`src/sv/rsc_pkg.sv`:
```
package rsc_pkg;

  // Character codes the checker reacts to
  localparam logic [7:0] CH_STAR      = 8'h2A;  // '*'
  localparam logic [7:0] CH_PLUS      = 8'h2B;  // '+'
  localparam logic [7:0] CH_QUEST     = 8'h3F;  // '?'
  localparam logic [7:0] CH_BAR       = 8'h7C;  // '|'
  localparam logic [7:0] CH_TILDE     = 8'h7E;  // '~'
  localparam logic [7:0] CH_LPAREN    = 8'h28;  // '('
  localparam logic [7:0] CH_RPAREN    = 8'h29;  // ')'
  localparam logic [7:0] CH_LBRACKET  = 8'h5B;  // '['
  localparam logic [7:0] CH_RBRACKET  = 8'h5D;  // ']'
  localparam logic [7:0] CH_BACKSLASH = 8'h5C;  // '\'

  // Printable / whitespace ranges
  localparam logic [7:0] CH_TAB       = 8'h09;
  localparam logic [7:0] CH_CR        = 8'h0D;
  localparam logic [7:0] CH_SPACE     = 8'h20;
  localparam logic [7:0] CH_GRAPH_LO  = 8'h21;
  localparam logic [7:0] CH_GRAPH_HI  = 8'h7E;

  // Sticky error flag positions
  localparam int FLAG_W     = 7;
  localparam int FLAG_CTRL  = 0;
  localparam int FLAG_ALT   = 1;
  localparam int FLAG_NEG   = 2;
  localparam int FLAG_QUANT = 3;
  localparam int FLAG_BRACK = 4;
  localparam int FLAG_PAREN = 5;
  localparam int FLAG_OVER  = 6;

  // Scan state carried from byte to byte (paren depth travels separately)
  typedef struct packed {
    logic              skip_next;
    logic              in_bracket;
    logic [FLAG_W-1:0] flags;
  } chk_state_t;

  // One verdict
  typedef struct packed {
    logic well_formed;
    logic bad_control_byte;
    logic misplaced_alternation;
    logic misplaced_negation;
    logic misplaced_quantifier;
    logic stray_close_bracket;
    logic stray_close_paren;
    logic open_bracket_at_end;
    logic open_paren_at_end;
    logic depth_overflow;
  } verdict_t;

endpackage

```
`src/sv/rsc_examine.sv`:
```
// Checks one byte against its raw neighbors and advances the scan state.
module rsc_examine #(
  parameter int MAX_PAREN_DEPTH = 255
) (
  input  logic                                  en,
  input  logic [7:0]                            cur_byte,
  input  logic [7:0]                            prev_byte,
  input  logic                                  is_first,
  input  logic [7:0]                            next_byte,
  input  logic                                  at_end,
  input  rsc_pkg::chk_state_t                   st_i,
  input  logic [$clog2(MAX_PAREN_DEPTH+1)-1:0]  depth_i,
  output rsc_pkg::chk_state_t                   st_o,
  output logic [$clog2(MAX_PAREN_DEPTH+1)-1:0]  depth_o
);

  localparam int DEPTH_W = $clog2(MAX_PAREN_DEPTH + 1);
  localparam logic [DEPTH_W-1:0] DEPTH_MAX = DEPTH_W'(MAX_PAREN_DEPTH);

  logic is_ctrl;
  logic cur_quant;
  logic prev_quant;
  logic next_rparen;

  // Byte classes
  assign is_ctrl = !(((cur_byte >= rsc_pkg::CH_TAB) && (cur_byte <= rsc_pkg::CH_CR)) ||
                     (cur_byte == rsc_pkg::CH_SPACE) ||
                     ((cur_byte >= rsc_pkg::CH_GRAPH_LO) && (cur_byte <= rsc_pkg::CH_GRAPH_HI)));
  assign cur_quant  = (cur_byte == rsc_pkg::CH_STAR) || (cur_byte == rsc_pkg::CH_PLUS) ||
                      (cur_byte == rsc_pkg::CH_QUEST);
  assign prev_quant = (prev_byte == rsc_pkg::CH_STAR) || (prev_byte == rsc_pkg::CH_PLUS) ||
                      (prev_byte == rsc_pkg::CH_QUEST);
  assign next_rparen = !at_end && (next_byte == rsc_pkg::CH_RPAREN);

  // Rule check and state update; an escaped byte only clears the skip
  always_comb begin
    st_o    = st_i;
    depth_o = depth_i;
    if (en) begin
      if (st_i.skip_next) begin
        st_o.skip_next = 1'b0;
      end else begin
        if (is_ctrl) st_o.flags[rsc_pkg::FLAG_CTRL] = 1'b1;
        if (cur_byte == rsc_pkg::CH_BACKSLASH) begin
          st_o.skip_next = 1'b1;
        end else if (cur_byte == rsc_pkg::CH_BAR) begin
          if (is_first || at_end || (prev_byte == rsc_pkg::CH_LPAREN) || next_rparen)
            st_o.flags[rsc_pkg::FLAG_ALT] = 1'b1;
        end else if (cur_byte == rsc_pkg::CH_TILDE) begin
          if (is_first || at_end || next_rparen)
            st_o.flags[rsc_pkg::FLAG_NEG] = 1'b1;
        end else if (cur_quant) begin
          if (!st_i.in_bracket &&
              (is_first || prev_quant || (prev_byte == rsc_pkg::CH_LPAREN)))
            st_o.flags[rsc_pkg::FLAG_QUANT] = 1'b1;
        end else if (cur_byte == rsc_pkg::CH_LBRACKET) begin
          st_o.in_bracket = 1'b1;
        end else if (cur_byte == rsc_pkg::CH_RBRACKET) begin
          if (!st_i.in_bracket) st_o.flags[rsc_pkg::FLAG_BRACK] = 1'b1;
          else                  st_o.in_bracket = 1'b0;
        end else if ((cur_byte == rsc_pkg::CH_LPAREN) && !st_i.in_bracket) begin
          // saturate at the built maximum
          if (depth_i >= DEPTH_MAX) st_o.flags[rsc_pkg::FLAG_OVER] = 1'b1;
          else                      depth_o = depth_i + DEPTH_W'(1);
        end else if ((cur_byte == rsc_pkg::CH_RPAREN) && !st_i.in_bracket) begin
          if (depth_i != '0) depth_o = depth_i - DEPTH_W'(1);
          else               st_o.flags[rsc_pkg::FLAG_PAREN] = 1'b1;
        end
      end
    end
  end

endmodule

```
`config.mk`:
```
export PLATFORM = sky130hd
export DESIGN_NAME = rsc_examine
export DESIGN_NICKNAME = d
export VERILOG_FILES = /design/src/sv/rsc_pkg.sv /design/src/sv/rsc_examine.sv
export SDC_FILE = /design/constraint.sdc
export NUM_CORES = 1
export LEC_CHECK = 0
export ABC_CLOCK_PERIOD_IN_PS = 4200
export BUFFER_PORTS_ARGS = -buffer_cell sky130_fd_sc_hd__clkbuf_2
export CAP_MARGIN = 10
export CORE_ASPECT_RATIO = 0.5
export CORE_UTILIZATION = 30
export DETAILED_ROUTE_END_ITERATION = 10
export GPL_ROUTABILITY_DRIVEN = 0
export PLACE_DENSITY_LB_ADDON = 0.15
export SETUP_SLACK_MARGIN = 0.1
export SYNTH_ARGS = -nofsm -noshare
export SYNTH_HDL_FRONTEND = slang
export SYNTH_SLANG_ARGS = --single-unit
```
`constraint.sdc`:
```
create_clock -name vclk -period 4.2
set_input_delay 0 -clock vclk [all_inputs]
set_output_delay 0 -clock vclk [all_outputs]
set_load 0.005 [all_outputs]
```
==> qor.yml, run 1 <==
num_vias: 1476
vias_per_cell: 5.93
violations: "DRC"
worst_slew_pin_slew_ns: 0.723
final_cell_mix: "clkbuf_2 (61), nor2_1 (14), o21ai_0 (13)"
holdBufCountCts: 0
synth_area_leader_cell: "o21ai_0"
wirelength_um: 3350
grt_pass1_wl_um: 5640
maxCapViolCount: 0
synth_seq_area_share_pct: 0
min_path_type: "input port to output port"
utilization_pct: 43.1
grt-ovfl-total: 0
diodes: 0
n_sequential_cell: 0
io_buffers: 61
boundaryPins: 61
hp-start: "st_i[2]"
arrival_ns: 2.03
grt_pass1_vias: 1277
track_usage_pct: 18.1
nClkBuffers: 0
period_share_pct: 48.3
wire_per_inst_um: 13.4
ant_nets: 0
synthTopCellsByArea: "o21ai_0 (6.3%), nor3_1 (5.4%), nor2_1 (5.1%)"
yosys.cell_types.count: 58
final-seq-area_um2: 0
finalMaxSlewViolations: 0
crit_fanout: 7
drtIter0Drc: 97
critPathCaptureType: "output port"
dp_slack_ns: 2.20
die_h_um: 43.4
worstHoldEndpoint: "st_o[2]"
p_leak_uw: 0.000570
die-area_mm2: 0.00367
setup_tns_ns: 0
postSynthAreaPerCell_um2: 6.58
setup_viol: 0
synth_nets: 203
critical_path_required_ns: 4.20
num_rows: 14
area_growth_pct: 31.0
crit_type: "input port to output port"
p_per_area_mw_per_mm2: 70.0
dp_hpwl_um: 2660
yosys.area.top_type_share_pct: 6.34
die_x_um: 84.7
ys_warn_count: 0
synth_cells: 156
ctsResizeCount: 0
holdPathStages: 4
drive_gt1_share_pct: 34.9
antenna_found_initial: 0
dr.pass1.iters: 7
worst_setup_path_start_kind: "input port"
start_util_pct: 32.9
maxSlewHeadroom_pct: 51.4
ir_drop_mv: 0.0480
fin_crit_ns: 2.03
rsz0062_at_grt: "false"
syn-cell-area_mm2: 0.00103
outcome: "finished, violations left"
grt_max_degree: 15
nets: 258
cts_setup_buffers: 0
mostFrequentLayoutCell: "clkbuf_2"
hold_viol_final: 0
fmax_mhz: 492
remaining_drc_errors: 2
setup_slack_ns: 2.17
core_mm2: 0.00312
==> where the power goes <==
group / internal [uW] / switching [uW] / leakage (uW)
Sequential: 0 / 0 / 0
Combinational: 42.3 / 51.8 / 0.000570
Clock: 0 / 0 / 0
Total: 42.3 / 51.8 / 0.000570
==> Yosys cell counts (2+ instances only) <==
master,instances
nor3_1,11
nor2_1,14
inv_1,7
buf_2,3
nand2_1,9
o41ai_1,3
or3_1,6
nor4b_1,2
a32oi_1,2
clkbuf_1,4
a21oi_1,6
nand3_1,7
a31o_2,4
o211a_1,2
nand2b_1,4
o21ai_0,13
ha_1,3
nand3b_1,4
nor4_1,2
o21bai_1,4
and2_1,2
o32ai_1,2
o21a_1,2
a22o_1,3
nand4_1,3
nor2b_1,2
==> metal layers <==
metal  wire (um)  GRT usage, %
met1        1600          25.2
met2        1500          33.3
met3         246         0.762
met4           0         0.678
met5           0             0
==> critical path: stages <==
cell and delay, ns:
clkbuf_2 0.14, inv_1 0.13, ha_1 0.18, or4b_1 0.47, o21ai_0 0.40, and2_1 0.28, o21ai_0 0.11, a22o_1 0.23
clkbuf_2 0.10
==> stage by stage <==
stage / cell area, um^2 / std cells / hold slack [ns] / total power [uW]
after global placement: 1340 / 249 / 0.253 / 93.9
after detailed placement: 1340 / 249 / 0.255 / 93.9
after global routing: 1340 / 249 / 0.264 / 105
final: 1340 / 249 / 0.251 / 94.1
after CTS: 1340 / 249 / 0.257 / 94.2
after floorplan: 1030 / 156 / 0.0600 / 50.5
==> cell type report <==
| class | count | area [um^2] |
|---|---|---|
| Timing Repair Buffer | 62 | 313 |
| Inverter | 7 | 26.3 |
| Fill cell | 339 | 1770 |
| Multi-Input combinational cell | 140 | 955 |
| Tap cell | 40 | 50.0 |
==> kinds of logic (layout without fill, tap and decap cells) <==
family	Yosys count	after routing	share of synthesized area, %
and+or+nand+nor	80	80	47.4
adders and majority gates	3	3	3.66
AOI/OAI and AO/OA	55	55	40.1
muxes	1	1	0.976
xor gates and xnor gates	1	1	0.854
buffers and inverters	16	69	6.95
==> how the worst max path moves through the flow <==
stage | start | end | slack [ns] | cells after the start
floorplan | depth_i[0] | depth_o[2] | 2.64 | 7
global placement | depth_i[0] | depth_o[2] | 2.24 | 9
detailed placement | depth_i[0] | depth_o[2] | 2.20 | 9
CTS | depth_i[0] | depth_o[2] | 2.20 | 9
global route | depth_i[0] | depth_o[2] | 2.00 | 9
finish | depth_i[0] | depth_o[2] | 2.17 | 9
No activity file was read; power rests on OpenSTA's default activity.
==> run 2, diff against run 1 <==
Settings changed: ABC_CLOCK_PERIOD_IN_PS 4200 to 1700.
Clock period 4.2 ns to 1.7 ns, I/O delays scaled along.
==> qor.yml, run 2 (synthesis gave the netlist of run 1 again) <==
outcome: "finished, violations left"
violations: "setup timing"
grt_max_degree: 14  # -1
grt-ovfl-total: 0  # unchanged
crit_path_max_incr_delay_ns: 0.51  # +0.04 ns
fillers: 305  # -10%
num_rows: 14  # unchanged
period_share_pct: 102
crit_fanout: 6  # -1
drtIter0Drc: 102  # +5.2%
p_leak_uw: 0.000821  # +44%
pwr-share-comb_pct: 100.0  # about the same
nets: 303  # +17%
p_switching_uw: 156  # +200%
final-seq-area_um2: 0  # unchanged
die-area_mm2: 0.00367  # unchanged
vias_per_cell: 5.62  # -5.3%
worst_slew_pin_slew_ns: 0.380  # -0.343 ns
n_sequential_cell: 0  # unchanged
crit_slowest_cell: "or4b_4"
nClkBuffers: 0  # unchanged
ir_drop_mv: 0.113  # +140%
dp_hpwl_um: 3010  # +13%
ant_nets: 0  # unchanged
fmax_mhz: 577
maxCapViolCount: 0  # unchanged
diodes: 0  # unchanged
track_usage_pct: 19.9  # +1.9 points
p_per_area_mw_per_mm2: 175  # +150%
grt_pass1_wl_um: 6110  # +8.3%
num_vias: 1651  # +12%
mostFrequentLayoutCell: "clkbuf_2"
power.total_uw: 322  # +240%
whs_ns: 0.251  # -0.000163 ns
start_util_pct: 32.9  # unchanged
maxSlewHeadroom_pct: 74.0  # +23 points
final_cell_mix: "clkbuf_2 (53), buf_4 (41), nor2_1 (11)"
hold_viol_final: 0  # unchanged
dr.pass1.iters: 7  # unchanged
setup_tns_ns: -0.134  # -0.134 ns
remaining_drc_errors: 0  # -2
die_x_um: 84.7  # unchanged
setup_slack_ns: -0.0334  # -2.20 ns
finalMaxSlewViolations: 0  # unchanged
setup_viol: 5  # +5
antenna_found_initial: 0  # unchanged
wirelength_um: 3950  # +18%
worst_setup_path_start_kind: "input port"
internal-power_uw: 166  # +290%
rsz0062_at_grt: "true"
boundaryPins: 61  # unchanged
fin_crit_ns: 1.73
io_buffers: 61  # unchanged
clkPwrFrac_pct: 0  # unchanged
die_h_um: 43.4  # unchanged
min_path_type: "input port to output port"
grt_pass1_vias: 1418  # +11%
crit_type: "input port to output port"
p_seq_share_pct: 0  # unchanged
wire_per_inst_um: 13.4  # about the same
critPathCaptureType: "output port"
path_cells: "clkbuf_2 -> or4b_4 -> buf_6 -> nor4_4 -> buf_4 -> buf_6 -> o211ai_1 -> nand3_1 -> o21a_1 -> clkbuf_2"
drive_gt1_share_pct: 51.6  # +17 points
arrival_ns: 1.73  # -0.30 ns
area_growth_pct: 79.0
holdPathStages: 3  # -1
critical_path_required_ns: 1.70  # -2.50 ns
core_mm2: 0.00312  # unchanged
p_sw_share_pct: 48.4  # -6.7 points
## run 2: cell count changes in the layout (fill, tap and decap cells not counted), moves of 2 or more
cell,delta
o21ai_1,+6
nor2_4,+2
clkbuf_2,-8
buf_6,+6
buf_4,+40
o21ai_0,-7
inv_1,-2
buf_2,+4
nor2_1,-3
## run 2: final cells by class
type               count  area, um^2  area share [%]
repair buffers       107         709            38.6
well taps             40        50.0            2.72
multi-input cells    140        1040            56.8
inverters              7        33.8            1.84
## run 2: stage by stage
stage               instance area (um^2)  instances  setup slack [ns]  utilization (%)
floorplan                           1030        156             0.139                -
global placement                    1650        288           -0.0283             52.9
detailed placement                  1650        288           -0.0487             52.9
CTS                                 1730        288           -0.0287             55.4
global route                        1840        294            -0.111             58.9
finish                              1840        294           -0.0334             58.9
## run 2: what timing repair did
| action | CTS | global route |
|---|---|---|
| setup endpoints to repair | 8 | 9 |
| gates cloned | 0 | 0 |
| setup buffers | 0 | 6 |
| resized for setup | 18 | 24 |
| hold buffers | 0 | 0 |
| pin swaps | 3 | 12 |
## run 2: worst paths after layout
| kind | slack, ns | startpoint | to |
|---|---|---|---|
| max | -0.03 | cur_byte[5] | depth_o[4] |
| min | 0.25 | st_i[3] | st_o[3] |
## run 2: critical path, delay by kind of cell
| family | cells | cell delay [ns] |
|---|---|---|
| AOI/OAI and AO/OA | 2 | 0.18 |
| buffers and inverters | 5 | 0.68 |
| and+or+nand+nor | 3 | 0.87 |
## run 2: power groups by stage
stage / Clock [uW] / Combinational (uW) / Sequential [uW]
floorplan: 0 / 125 / 0
global placement: 0 / 285 / 0
detailed placement: 0 / 286 / 0
CTS: 0 / 301 / 0
global route: 0 / 350 / 0
finish: 0 / 322 / 0
## run 2: metal layers
metal | GRT usage (%) | up-vias | share of wire (%)
met5 | 0 | - | 0
met4 | 0 | 0 | 0.33
met3 | 0.571 | 2 | 5.5
met2 | 37.4 | 65 | 47
met1 | 27.8 | 762 | 48
li1 | - | 822 | -
